<file path="config.mk">
export PLATFORM = sky130hd
export DESIGN_NAME = glzw_front
export DESIGN_NICKNAME = d
export VERILOG_FILES = /design/src/rtl/glzw_pkg.sv /design/src/rtl/glzw_front.sv
export SDC_FILE = /design/constraint.sdc
export NUM_CORES = 1
export LEC_CHECK = 0
export BUFFER_PORTS_ARGS = -buffer_cell sky130_fd_sc_hd__buf_2
export CAP_MARGIN = 30
export CORE_MARGIN = 3
export CORE_UTILIZATION = 44
export CTS_CLUSTER_DIAMETER = 100
export CTS_CLUSTER_SIZE = 14
export DETAILED_ROUTE_END_ITERATION = 6
export PLACE_DENSITY = 0.68
export REMOVE_ABC_BUFFERS = 1
export SLEW_MARGIN = 20
export SYNTH_ARGS = -nofsm -noshare
export SYNTH_HDL_FRONTEND = slang
export SYNTH_SLANG_ARGS = --single-unit
</file>
<file path="constraint.sdc">
create_clock -name clk -period 1.5 [get_ports clk]
set_input_delay 0.3 -clock clk [delete_from_list [all_inputs] [get_ports clk]]
set_output_delay 0.3 -clock clk [all_outputs]
set_load 0.01 [all_outputs]
</file>
<file path="src/rtl/glzw_pkg.sv">
// shared types and constants for the gif lzw pixel decoder
package glzw_pkg;

  // item kinds
  localparam logic [1:0] KIND_START = 2'd0;
  localparam logic [1:0] KIND_PUSH  = 2'd1;
  localparam logic [1:0] KIND_PULL  = 2'd2;

  // result status codes
  localparam logic [2:0] ST_PIXEL    = 3'd0;
  localparam logic [2:0] ST_NEED     = 3'd1;
  localparam logic [2:0] ST_ACCEPTED = 3'd2;
  localparam logic [2:0] ST_FINISHED = 3'd3;
  localparam logic [2:0] ST_SEQ_ERR  = 3'd4;
  localparam logic [2:0] ST_REFUSED  = 3'd5;

  // configuration register indexes
  localparam logic [2:0] REG_MIN_CODE_SIZE = 3'd0;
  localparam logic [2:0] REG_IMAGE_LEFT    = 3'd1;
  localparam logic [2:0] REG_IMAGE_TOP     = 3'd2;
  localparam logic [2:0] REG_IMAGE_WIDTH   = 3'd3;
  localparam logic [2:0] REG_IMAGE_HEIGHT  = 3'd4;
  localparam logic [2:0] REG_INTERLACED    = 3'd5;

  localparam int unsigned CODE_W = 13;
  localparam logic [12:0] NO_CODE = 13'h1FFF;

  // one classified item passed from front to back
  typedef struct packed {
    logic [1:0] kind;
    logic [7:0] data_byte;
  } glzw_cmd_t;

  // result item
  typedef struct packed {
    logic [2:0]  status;
    logic [7:0]  pixel_index;
    logic [15:0] column;
    logic [15:0] row;
    logic        last_pixel;
  } glzw_res_t;

endpackage

</file>
<file path="src/rtl/glzw_front.sv">
// front end: input acceptance and a two-entry item queue
module glzw_front import glzw_pkg::*; (
  input  logic       clk,
  input  logic       rst_n,
  input  logic       in_valid,
  output logic       in_stall,
  input  logic [1:0] in_kind,
  input  logic [7:0] in_data_byte,
  output logic       q_valid,
  output glzw_cmd_t  q_cmd,
  input  logic       q_take
);
  glzw_cmd_t  ent_r [2];
  logic [1:0] cnt_r;
  logic       rd_r, wr_r;
  logic       push;

  assign in_stall = (cnt_r == 2'd2);
  assign push     = in_valid && !in_stall;
  assign q_valid  = (cnt_r != 2'd0);
  assign q_cmd    = ent_r[rd_r];

  // queue storage
  always_ff @(posedge clk) begin
    if (push) begin
      ent_r[wr_r] <= '{kind: in_kind, data_byte: in_data_byte};
    end
  end

  // queue pointers
  always_ff @(posedge clk) begin
    if (!rst_n) begin
      cnt_r <= '0;
      rd_r  <= 1'b0;
      wr_r  <= 1'b0;
    end else begin
      if (push) wr_r <= ~wr_r;
      if (q_take && q_valid) rd_r <= ~rd_r;
      cnt_r <= cnt_r + {1'b0, push} - {1'b0, q_take && q_valid};
    end
  end

  a_cnt_bound: assert property (@(posedge clk) disable iff (!rst_n) cnt_r <= 2'd2)
    else $error("queue overflow");
  a_no_take_empty: assert property (@(posedge clk) disable iff (!rst_n)
    cnt_r == 2'd0 |-> !(q_take && q_valid)) else $error("take from empty queue");
  a_full_stall: assert property (@(posedge clk) disable iff (!rst_n)
    cnt_r == 2'd2 |-> in_stall) else $error("full queue not stalling");
endmodule

</file>
==> flow_metrics.env, run 1 <==
export IMPL_drv_cap=0
export IMPL_tightestPinTransition_ns=0.206
export IMPL_critical_path_startpoint_type="register"
export IMPL_finalCritPeriodShare_pct=104
export IMPL_syn_inst=56
export IMPL_ys_types=16
export IMPL_final_cell_mix="edfxtp_1, buf_6, buf_2"
export IMPL_cts_buffers_inserted=3
export IMPL_placed_cells_incl_taps=116
export IMPL_insertion_delay_ns=0.32
export IMPL_ys_ff_latch=25
export IMPL_rows=16
export IMPL_worstSetupPathType="reg -> reg"
export IMPL_pre_cts_slack_ns=-0.0936
export IMPL_clk_pin_slew_ns=0.14
export IMPL_worst_ep_arrival_time_ns=1.79
export IMPL_vias=573
export IMPL_clock_skew_ns=0.0156
export IMPL_diodes=0
export IMPL_vias_per_cell=4.66
export IMPL_violations="negative setup slack"
export IMPL_mostFrequentLayoutCell="edfxtp_1"
export IMPL_setup_ws_ns=-0.0542
export IMPL_wl_per_cell_microns=13.5
export IMPL_vdd_ir_drop_max_v=0.00101
export IMPL_start_util_pct=47.8
export IMPL_outcome="complete, but fails checks"
export IMPL_place_area_sq_um=1180
export IMPL_hold_slack_ns=0.157
export IMPL_drt_total_wl_mm=1.66
export IMPL_whs_path_depth=1
export IMPL_crit_required_ns=1.73
export IMPL_pin_count=26
export IMPL_ys_seq_area_share_pct=73.2
export IMPL_antenna_found_initial=0
export IMPL_r2r_cells=7
export IMPL_grt_pass1_wl_mm=2.76
export IMPL_p_total_mw=2.24
export IMPL_fin_nets=113
export IMPL_core_sq_um=2000
export IMPL_clock_fmax_ghz=0.643
export IMPL_fin_util_pct=69.6
export IMPL_cellPowerDensity_nw_per_um2=1610
export IMPL_synthesis_area_sq_um=957
export IMPL_timing_hold_violations_final=0
export IMPL_clkSinkCount=25
export IMPL_first_global_vias=612
export IMPL_rrSetupSlack_ns=-0.05
export IMPL_cts_tree="done"
export IMPL_worstSetupEndpointType="register"
export IMPL_slew_headroom_pct=86.2
export IMPL_firstDrtPassIters=3
export IMPL_synth_warnings=0
export IMPL_port_buffers=25
export IMPL_setup_violations=11
export IMPL_fin_cells=123
export IMPL_place_hpwl_mm=1.10
export IMPL_period_needed_ns=1.55
export IMPL_track_usage_pct=14.5
export IMPL_avgSynthCellArea_sq_um=17.1
export IMPL_die_height_microns=52.6
export IMPL_drv_slew=0
export IMPL_crit_path_max_fanout=4
export IMPL_p_leak_nw=0.587
export IMPL_min_to="ent_r[1][1]"
export IMPL_place_congestion=0.686
export IMPL_dieArea_sq_um=2770
export IMPL_hold_buffers=0
export IMPL_r2r_start="cnt_r[0]"
export IMPL_layout_drive_gt1_share_pct=63.5
export IMPL_first_iter_violations=3
export IMPL_reg2reg_to="cnt_r[1]"
export IMPL_htree_levels=1
export IMPL_setup_tns_ns=-0.514
export IMPL_detail_route_antenna_nets=0
export IMPL_clockRootBuffer="clkbuf_4"
export IMPL_hp_start="in_data_byte[1]"
export IMPL_clock_path_buffers=2
export IMPL_die_width_microns=52.6
export IMPL_gr_total_overflow=0
export IMPL_drcViolationCount=0
export IMPL_synthToLayoutAreaGrowth_pct=45.6
export IMPL_grt_start_max_net_pins=17
export IMPL_fin_area_sq_um=1390
export IMPL_min_path_type="in -> reg"
export IMPL_grt_setup_unrepaired="true"
[area by class of cell]
cell class	count	area, sq um
repair buffers	37	302
clock buffers	3	22.5
fillers	147	608
flip-flops and latches	25	709
well taps	27	33.8
clock inverters	1	8.76
inverters	2	7.51
multi-input cells	28	310
[state kept, by name (all words and copies together) (netlist names), named ones only]
register	cells
cnt_r	2
ent_r	20
wr_r	1
rd_r	1
[synth_stat cells]
cell	count	area share, %
and2_1	2	1.3
and3_1	1	0.65
buf_2	1	0.52
dfxtp_1	5	10
edfxtp_1	20	63
ha_1	2	2.6
inv_1	2	0.78
mux2_2	10	12
mux2i_1	1	1.0
nand2_1	2	0.78
nand2b_1	2	1.3
nor2_1	1	0.39
nor2b_1	2	1.3
o21a_2	1	0.92
or2_2	1	0.65
xnor2_1	3	2.7
[worst max-delay path by stage]
stage | from | end | slack, ns | cells after the start
final | cnt_r[0] | cnt_r[1] | -0.05 | 7
after global routing | register | q_cmd[4] | -0.13 | 3
after global placement | cnt_r[0] | cnt_r[1] | -0.04 | 8
after CTS | register | q_cmd[8] | -0.07 | 3
after detailed placement | cnt_r[0] | cnt_r[1] | -0.09 | 8
after floorplan | cnt_r[0] | cnt_r[1] | -0.03 | 8
[kinds of logic after synthesis]
family	share of synthesized area, %
AOI/OAI and AO/OA	0.915
adders and majority gates	2.61
and+or+nand+nor	6.41
DFF	73.2
buffers and inverters	1.31
muxes	12.8
xor gates and xnor gates	2.75
[where the power goes]
| part | leakage [nW] | internal [mW] | total [mW] | switching (mW) |
|---|---|---|---|---|
| clock network | 0.0183 | 0.108 | 0.308 | 0.200 |
| registers | 0.230 | 0.895 | 0.956 | 0.0616 |
| logic | 0.338 | 0.617 | 0.974 | 0.357 |
| total | 0.587 | 1.62 | 2.24 | 0.619 |
[worst max-delay path, cell delays in order, from the launching register on]
cell and delay, ns:
dfxtp_4 0.38, o21a_4 0.21, ha_1 0.26, inv_1 0.04, ha_2 0.17, xnor2_2 0.14
xnor2_1 0.13, and2_1 0.14
[layer usage]
layer  routed length [microns]  vias to the layer above  global-route usage [%]  part of all wire, %
met4                         8                        0                    7.66                 0.48
li1                          -                      283                       -                    -
met2                       938                       14                    24.6                   57
met1                       638                      274                    17.1                   38
met3                        73                        2                    2.85                  4.4
met5                         0                        -                       0                    0
[timing repair]
item / CTS / global route
buffers inserted: 2 / 1
setup endpoints to repair: 11 / 13
pin swaps: 3 / 4
gates resized for setup: 34 / 3
Note: power is estimated with default switching activity, not from simulation.
==> run 2: changes to the inputs <==
--- a/config.mk
+++ b/config.mk
@@ -12,9 +12,11 @@
 export CTS_CLUSTER_DIAMETER = 100
 export CTS_CLUSTER_SIZE = 14
 export DETAILED_ROUTE_END_ITERATION = 6
+export MAX_ROUTING_LAYER = met4
 export PLACE_DENSITY = 0.68
 export REMOVE_ABC_BUFFERS = 1
 export SLEW_MARGIN = 20
 export SYNTH_ARGS = -nofsm -noshare
 export SYNTH_HDL_FRONTEND = slang
 export SYNTH_SLANG_ARGS = --single-unit
+export TNS_END_PERCENT = 30
==> run 2 against run 1 <==
The flow still finishes with violations (negative setup slack). First-iteration DRC count shrank 67%. Hold slack worse by 0.0043 ns. Critical path depth is the same. Core utilization down 0.38 points. Total power shrank 0.28%. Sequential power is essentially flat. Register-to-register slack hardly changed. Flip-flop and latch count unchanged. Sequential share of layout area is 0.28 points higher. Via count fell by 2.6%. Non-clock buffer count decreased by 1. Routed wire length decreased by 0.24%. Critical path type unchanged. Critical endpoint unchanged.
==> flow_metrics.env, run 2 (synthesized netlist as in run 1, its figures left out) <==
export IMPL_outcome="complete, but fails checks"
export IMPL_violations="negative setup slack"
export IMPL_hp_start="in_data_byte[1]"
export IMPL_vias_per_cell=4.57
export IMPL_p_total_mw=2.23
export IMPL_gr_total_overflow=0
export IMPL_insertion_delay_ns=0.32
export IMPL_cellPowerDensity_nw_per_um2=1610
export IMPL_busiest_layer="met2"
export IMPL_wl_per_cell_microns=13.6
export IMPL_grt_pass1_wl_mm=2.75
export IMPL_clock_path_buffers=2
export IMPL_first_iter_violations=1
export IMPL_finalCritPeriodShare_pct=104
export IMPL_grtUsageMet2_pct=25.0
export IMPL_grt_setup_unrepaired="true"
export IMPL_antenna_found_initial=0
export IMPL_min_path_type="in -> reg"
export IMPL_largest_register="ent_r"
export IMPL_port_buffers=25
export IMPL_place_hpwl_mm=1.10
export IMPL_setup_ws_ns=-0.0622
export IMPL_pre_cts_slack_ns=-0.0936
export IMPL_vdd_ir_drop_max_v=0.00101
export IMPL_firstDrtPassIters=2
export IMPL_place_area_sq_um=1180
export IMPL_slew_headroom_pct=87.9
export IMPL_diodes=0
export IMPL_drcViolationCount=0
export IMPL_start_util_pct=47.8
export IMPL_critPathLaunch="cnt_r[0]"
export IMPL_critPathSlowestCell="dfxtp_4"
export IMPL_final_cell_mix="edfxtp_1, buf_6, buf_2"
export IMPL_cts_tree="done"
export IMPL_critical_path_startpoint_type="register"
export IMPL_drt_total_wl_mm=1.65
export IMPL_rrSetupSlack_ns=-0.06
export IMPL_clock_fmax_ghz=0.640
export IMPL_htree_levels=1
export IMPL_p_leak_nw=0.581
export IMPL_crit_path_max_fanout=4
export IMPL_fin_cells=122
export IMPL_grt_start_max_net_pins=17
export IMPL_reg_top3="ent_r x20, cnt_r x2"
export IMPL_synthToLayoutAreaGrowth_pct=44.8
export IMPL_clkSinkCount=25
export IMPL_pin_count=26
export IMPL_largest_register_ffs=20
export IMPL_mostFrequentLayoutCell="edfxtp_1"
export IMPL_fin_util_pct=69.3
export IMPL_die_height_microns=52.6
export IMPL_worstSetupPathType="reg -> reg"
export IMPL_track_usage_pct=14.9
export IMPL_clock_skew_ns=0.0192
export IMPL_first_global_vias=617
export IMPL_vias=558
export IMPL_fill_cells=151
export IMPL_worstSetupEndpointType="register"
export IMPL_placed_cells_incl_taps=116
export IMPL_grt_use_met3_pct=2.85
export IMPL_drv_cap=0
export IMPL_crit_chain="o21a_4, ha_1, inv_1, ha_2, xnor2_2, xnor2_1, and2_1"
export IMPL_crit_required_ns=1.74
export IMPL_dieArea_sq_um=2770
export IMPL_hold_buffers=0
export IMPL_fin_area_sq_um=1390
export IMPL_rows=16
export IMPL_worst_ep_arrival_time_ns=1.80
export IMPL_period_needed_ns=1.56
export IMPL_tightestPinTransition_ns=0.181
export IMPL_fin_nets=112
export IMPL_worst_path_largest_cell_delay_ns=0.39
export IMPL_hold_slack_ns=0.153
export IMPL_place_congestion=0.693
export IMPL_setup_violations=11
export IMPL_clockRootBuffer="clkbuf_4"
export IMPL_cts_buffers_inserted=3
export IMPL_detail_route_antenna_nets=0
export IMPL_timing_hold_violations_final=0
export IMPL_layout_drive_gt1_share_pct=63.2
export IMPL_die_width_microns=52.6
export IMPL_drv_slew=0
export IMPL_grtUsageMet1_pct=16.7
export IMPL_r2r_start="cnt_r[0]"
export IMPL_core_sq_um=2000
export IMPL_setup_tns_ns=-0.563
export IMPL_clk_pin_slew_ns=0.15
==> run 2: power by group <==
part / switching, mW / internal [mW]
logic: 0.357 / 0.606
clock network: 0.203 / 0.108
registers: 0.0638 / 0.895
==> run 2: critical path, delay by kind of cell (launching register included) <==
kind / cells / cell delay, ns
adders and majority gates: 2 / 0.43
xor gates and xnor gates: 2 / 0.27
buffers and inverters: 1 / 0.04
AOI/OAI and AO/OA: 1 / 0.21
and+or+nand+nor: 1 / 0.14
DFF: 1 / 0.39
==> run 2: layer usage <==
metal / part of all wire [%] / routed length, microns / up-vias
met3: 4.3 / 71 / 2
li1: - / - / 279
met5: 0 / 0 / -
met1: 40 / 654 / 263
met2: 56 / 919 / 14
met4: 0.48 / 8 / 0
==> run 2: final cells by class <==
cell class              instances  area, sq um  area share (%)
clock buffers                   3         22.5            1.62
well taps                      27         33.8            2.44
repair buffers                 36          294            21.2
flip-flops and latches         25          709            51.2
multi-input cells              28          310            22.4
clock inverters                 1         8.76           0.632
inverters                       2         7.51           0.542
==> run 2: path summary, 6_finish.rpt <==
check / endpoint / cells after the start
worst max register to register: cnt_r[1] / 7
worst min register to register: wr_r / 2
worst max-delay path: cnt_r[1] / 7
worst min-delay path: ent_r[1][1] / 1
==> run 2: what timing repair did <==
| item | CTS | global route |
|---|---|---|
| endpoints found under the setup margin | 11 | 13 |
| hold endpoints to repair | 0 | 0 |
| pin swaps | 3 | 4 |
| setup buffers | 2 | 0 |
| gates resized for setup | 34 | 3 |
